[config.mk]
export PLATFORM = sky130hd
export DESIGN_NAME = pftw_ctrl
export DESIGN_NICKNAME = d
export VERILOG_FILES = /design/src/sv/pftw_pkg.sv /design/src/sv/pftw_ctrl.sv
export VERILOG_INCLUDE_DIRS = /design/src /design/src/sv
export SDC_FILE = /design/constraint.sdc
export NUM_CORES = 1
export LEC_CHECK = 0
export BUFFER_PORTS_ARGS = -buffer_cell sky130_fd_sc_hd__buf_2
export CAP_MARGIN = 10
export CORE_AREA = 4 4 41 43
export CTS_CLUSTER_SIZE = 8
export DETAILED_ROUTE_END_ITERATION = 6
export DIE_AREA = 0 0 45 47
export PLACE_DENSITY_LB_ADDON = 0.05
export SYNTH_ARGS = -nofsm -noshare
export SYNTH_HDL_FRONTEND = slang
export SYNTH_SLANG_ARGS = --single-unit
[constraint.sdc]
create_clock -name clk -period 1.41 [get_ports clk]
set_input_delay 0.141 -clock clk [delete_from_list [all_inputs] [get_ports clk]]
set_output_delay 0.141 -clock clk [all_outputs]
set_load 0.01 [all_outputs]
[src/sv/assert_macros.svh]
// Assertion macros shared by the page table walker modules.
`ifndef ASSERT_MACROS_SVH
`define ASSERT_MACROS_SVH

// Same-cycle implication, checked outside reset.
`define PFTW_ASSERT_IMP(name, ante, cons) \
  name: assert property (@(posedge clk) disable iff (!rst_n) (ante) |-> (cons)) \
    else $error("pftw assertion failed");

// Next-cycle implication, checked outside reset.
`define PFTW_ASSERT_NXT(name, ante, cons) \
  name: assert property (@(posedge clk) disable iff (!rst_n) (ante) |=> (cons)) \
    else $error("pftw assertion failed");

`endif

[src/sv/pftw_pkg.sv]
// Shared types and constants of the page table walker.
package pftw_pkg;

  localparam int VPN_W      = 20;
  localparam int FRAME_W    = 20;
  localparam int REG_W      = 20;
  localparam int CFG_IDX_W  = 3;
  localparam int ADDR_W     = 32;
  localparam int PAGE_SHIFT = 12;

  localparam logic [1:0] KIND_RO = 2'd2;

  localparam logic [1:0] STATUS_OK    = 2'd0;
  localparam logic [1:0] STATUS_FAULT = 2'd1;
  localparam logic [1:0] STATUS_NOMEM = 2'd2;

  // dirty and valid flags of the TLB lo word
  localparam logic [PAGE_SHIFT-1:0] LO_FLAGS = 12'h600;

  typedef enum logic [2:0] {
    ST_INIT,
    ST_IDLE,
    ST_LOOK,
    ST_CHECK,
    ST_CLEAR,
    ST_WRITE,
    ST_DONE
  } state_t;

  typedef enum logic [2:0] {
    RES_NONE,
    RES_FAULT,
    RES_NOMEM,
    RES_HIT,
    RES_NEW
  } res_sel_t;

  typedef struct packed {
    logic     capture;
    logic     look;
    logic     init_wr;
    logic     clr_wr;
    logic     leaf_wr;
    res_sel_t res_sel;
    logic     out_load;
  } cmd_t;

  typedef struct packed {
    logic early_fault;
    logic hit;
    logic region_hit;
    logic avail;
    logic present;
    logic init_last;
    logic clr_last;
    logic out_free;
  } sts_t;

endpackage

[src/sv/pftw_ctrl.sv]
// Walk sequencer of the page table walker.
`include "assert_macros.svh"

module pftw_ctrl (
  input  logic           clk,
  input  logic           rst_n,
  input  logic           in_valid,
  output logic           in_ready,
  input  pftw_pkg::sts_t sts,
  output pftw_pkg::cmd_t cmd
);

  pftw_pkg::state_t state_r, state_nxt;

  always_ff @(posedge clk) begin
    if (!rst_n) begin
      state_r <= pftw_pkg::ST_INIT;
    end else begin
      state_r <= state_nxt;
    end
  end

  // next state
  always_comb begin
    state_nxt = state_r;
    unique case (state_r)
      pftw_pkg::ST_INIT: begin
        if (sts.init_last) state_nxt = pftw_pkg::ST_IDLE;
      end
      pftw_pkg::ST_IDLE: begin
        if (in_valid) state_nxt = pftw_pkg::ST_LOOK;
      end
      pftw_pkg::ST_LOOK: state_nxt = pftw_pkg::ST_CHECK;
      pftw_pkg::ST_CHECK: begin
        priority if (sts.early_fault) state_nxt = pftw_pkg::ST_DONE;
        else if (sts.hit)             state_nxt = pftw_pkg::ST_DONE;
        else if (!sts.region_hit)     state_nxt = pftw_pkg::ST_DONE;
        else if (!sts.avail)          state_nxt = pftw_pkg::ST_DONE;
        else if (!sts.present)        state_nxt = pftw_pkg::ST_CLEAR;
        else                          state_nxt = pftw_pkg::ST_WRITE;
      end
      pftw_pkg::ST_CLEAR: begin
        if (sts.clr_last) state_nxt = pftw_pkg::ST_WRITE;
      end
      pftw_pkg::ST_WRITE: state_nxt = pftw_pkg::ST_DONE;
      pftw_pkg::ST_DONE: begin
        if (sts.out_free) state_nxt = pftw_pkg::ST_IDLE;
      end
      default: state_nxt = pftw_pkg::ST_INIT;
    endcase
  end

  // outputs
  always_comb begin
    cmd      = '0;
    cmd.res_sel = pftw_pkg::RES_NONE;
    in_ready = 1'b0;
    unique case (state_r)
      pftw_pkg::ST_INIT: cmd.init_wr = 1'b1;
      pftw_pkg::ST_IDLE: begin
        in_ready    = 1'b1;
        cmd.capture = in_valid;
      end
      pftw_pkg::ST_LOOK: cmd.look = 1'b1;
      pftw_pkg::ST_CHECK: begin
        priority if (sts.early_fault) cmd.res_sel = pftw_pkg::RES_FAULT;
        else if (sts.hit)             cmd.res_sel = pftw_pkg::RES_HIT;
        else if (!sts.region_hit)     cmd.res_sel = pftw_pkg::RES_FAULT;
        else if (!sts.avail)          cmd.res_sel = pftw_pkg::RES_NOMEM;
        else                          cmd.res_sel = pftw_pkg::RES_NONE;
      end
      pftw_pkg::ST_CLEAR: cmd.clr_wr = 1'b1;
      pftw_pkg::ST_WRITE: begin
        cmd.leaf_wr = 1'b1;
        cmd.res_sel = pftw_pkg::RES_NEW;
      end
      pftw_pkg::ST_DONE: cmd.out_load = sts.out_free;
      default: cmd = '0;
    endcase
  end

  // a table is only cleared for a directory slot that was absent
  `PFTW_ASSERT_IMP(a_clear_absent_dir, state_r == pftw_pkg::ST_CLEAR, !sts.present)
  // the last clearing write hands over to the leaf write
  `PFTW_ASSERT_NXT(a_clear_then_write,
                   state_r == pftw_pkg::ST_CLEAR && sts.clr_last,
                   state_r == pftw_pkg::ST_WRITE)
  // no item taken during the directory sweep after reset
  `PFTW_ASSERT_IMP(a_no_take_in_init, state_r == pftw_pkg::ST_INIT, !in_ready)

endmodule

==> flow_metrics.env <==
export IMPL_crit_type="register to output port"
export IMPL_die_h_um=47
export IMPL_peakVddDrop_mv=0.3793
export IMPL_drive_above_1_share_pct=53.97
export IMPL_setup_viol=0
export IMPL_ioPinCount=21
export IMPL_fin_crit_sh_pct=95.61
export IMPL_cp_required_ps=1270
export IMPL_holdCritPathClass="input port to register"
export IMPL_antenna_cells=0
export IMPL_setup_slack_ps=61.94
export IMPL_fillers=155
export IMPL_final_cell_mix="buf_2, nor2_1, nand2_1, clkbuf_4, buf_4"
export IMPL_antenna_found_initial=0
export IMPL_cap_violations=0
export IMPL_clk_latency_ps=230
export IMPL_critPathTopFamily="simple AND/OR/NAND/NOR gates"
export IMPL_vias_per_cell=4.346
export IMPL_num_rows=13
export IMPL_fp_dieArea_um2=2115
export IMPL_hp_start="rst_n"
export IMPL_syn_num_nets=49
export IMPL_vias=339
export IMPL_area_delta_synth_final_pct=58.67
export IMPL_critical_path_max_stage_delay_ps=310
export IMPL_tritoncts="built"
export IMPL_clockBufferDepth=2
export IMPL_slowest_stage="dfxtp_2"
export IMPL_syn_area_um2=281.5
export IMPL_final_common_cell="buf_2"
export IMPL_tightest_slew_ps=319.8
export IMPL_crit_start="state_r[2]"
export IMPL_synth_seq_area_share_pct=21.33
export IMPL_cp_max_fo=3
export IMPL_outcome="finished clean"
export IMPL_largest_reg_flops=3
export IMPL_regMostFlops="state_r"
export IMPL_grt_setup_unrepaired="yes"
export IMPL_multi_input_area_um2=210.2
export IMPL_finalCriticalPeriod_ps=1348
export IMPL_cp_num_buf_inv=1
export IMPL_synth_cell_types=23
export IMPL_die_x_um=45
export IMPL_ant_nets=0
export IMPL_slew_headroom_pct=78.41
export IMPL_postSynthAreaPerCell_um2=7.408
export IMPL_gr_total_overflow=0
export IMPL_syn_inst=38
export IMPL_seq_area_um2=61.31
export IMPL_skew_ps=0.3162
export IMPL_max_freq_mhz=741.8
export IMPL_yosys_register_bits=3
export IMPL_reg_top3="state_r x3"
export IMPL_portBuffers=20
export IMPL_p_leak_uw=0.0002163
export IMPL_drv_slew=0
export IMPL_arrival_ps=1210
export IMPL_hold_ws_ps=185.3
export IMPL_wirelength_um=844
export IMPL_wl_per_cell_um=10.82
export IMPL_numCtsBuffers=3
export IMPL_dpl_cell_area_um2=404.1
export IMPL_place_gp_congestion=0.6526
export IMPL_cts_root_buf="clkbuf_4"
export IMPL_drt_initial_drc_count=0
export IMPL_drc=0
export IMPL_core_area_um2=1301
export IMPL_p_total_uw=380.5
export IMPL_initial_core_util_pct=21.63
export IMPL_powerDensity_nw_per_um2=851.8
export IMPL_path_clk_slew_ps=40
export IMPL_path_cells="nand2b_4 -> or2_4 -> nor3_2 -> buf_2"
export IMPL_hpwlAfterDp_um=669.9
export IMPL_yosysWarnings=0
export IMPL_reg2reg_from="state_r[1]"
export IMPL_post_place_ws_ps=243.7
export IMPL_drtPass1Iterations=1
export IMPL_nets=75
export IMPL_track_usage_pct=8.919
export IMPL_grt_first_pass_wirelength_um=1338
export IMPL_cp_end_kind="output port"
export IMPL_htreeDepth=1
export IMPL_clkSinkCount=3
export IMPL_start_kind="register"
export IMPL_design_area_um2=446.7
export IMPL_post_route_util_pct=34.33
export IMPL_finalHoldViolCount=0
export IMPL_rrSetupSlack_ps=230
export IMPL_grt_pass1_vias=328
export IMPL_grt_max_degree=14
-- report_power, final --
group | switching (uW) | internal [uW] | leakage, uW
clock network | 41.9 | 106 | 0.0000150
registers | 6.49 | 94.1 | 0.0000251
logic | 71.9 | 60.1 | 0.000176
total | 120 | 260 | 0.000216
-- path summary, 6_finish.rpt --
check | cells past startpoint | to
worst max-delay path | 4 | cmd[2]
worst max register to register | 3 | state_r[1]
worst min register to register | 2 | state_r[2]
worst min-delay path | 2 | state_r[1]
-- through the flow --
stage / setup TNS (ps) / std cells
5_1_grt: -2.187 / 78
3_3_place_gp: 0 / 74
3_5_place_dp: 0 / 74
6_report: 0 / 78
4_1_cts: 0 / 78
2_1_floorplan: 0 / 38
-- routing by layer --
layer | track usage (%) | part of all wire, %
met4 | 5.263 | 0
met5 | 0 | 0
met1 | 10.88 | 43
met2 | 12.99 | 45
met3 | 3.831 | 12
-- synthesized netlist by cell type --
cell      instances  area share, %
o32ai_1           1            3.1
nor2_1            5            6.7
and2_1            1            2.2
nor3b_2           2            8.9
a41oi_1           1            3.1
inv_1             1            1.3
buf_6             1            4.0
buf_4             1            2.7
nor3b_1           2            5.3
dfxtp_1           3             21
a21oi_1           1            1.8
or2_1             1            2.2
a21boi_1          1            2.7
nor3_2            1            3.6
nand2b_1          2            4.4
inv_2             1            1.3
nand2_1           5            6.7
a31oi_1           1            2.2
o21ai_0           1            1.8
o41a_1            1            4.0
o311ai_0          1            3.1
and3_1            1            2.2
nor3_1            3            5.3
-- final cells by class --
class	instances	area share [%]
Clock buffer	4	5.882
Inverter	2	1.681
Multi-Input combinational cell	31	47.06
Sequential cell	3	13.73
Tap cell	15	4.202
Timing Repair Buffer	23	27.45
-- logic make-up (layout without fill, tap and decap cells) --
group / count (synthesis) / count (layout) / share of synthesized area (%)
AO/OA/AOI/OAI: 8 / 8 / 21.78
buffers and inverters: 4 / 29 / 9.331
flip-flops: 3 / 3 / 21.33
AND/OR/NAND/NOR: 23 / 23 / 47.56
-- timing repair --
action                                 4_1_cts  5_1_grt
hold buffers                                 0        0
gates resized for setup                      1        3
endpoints found under the hold margin        0        0
setup endpoints to repair                    1        3
setup buffers                                0        0
Note: power is estimated with default switching activity, not from simulation.
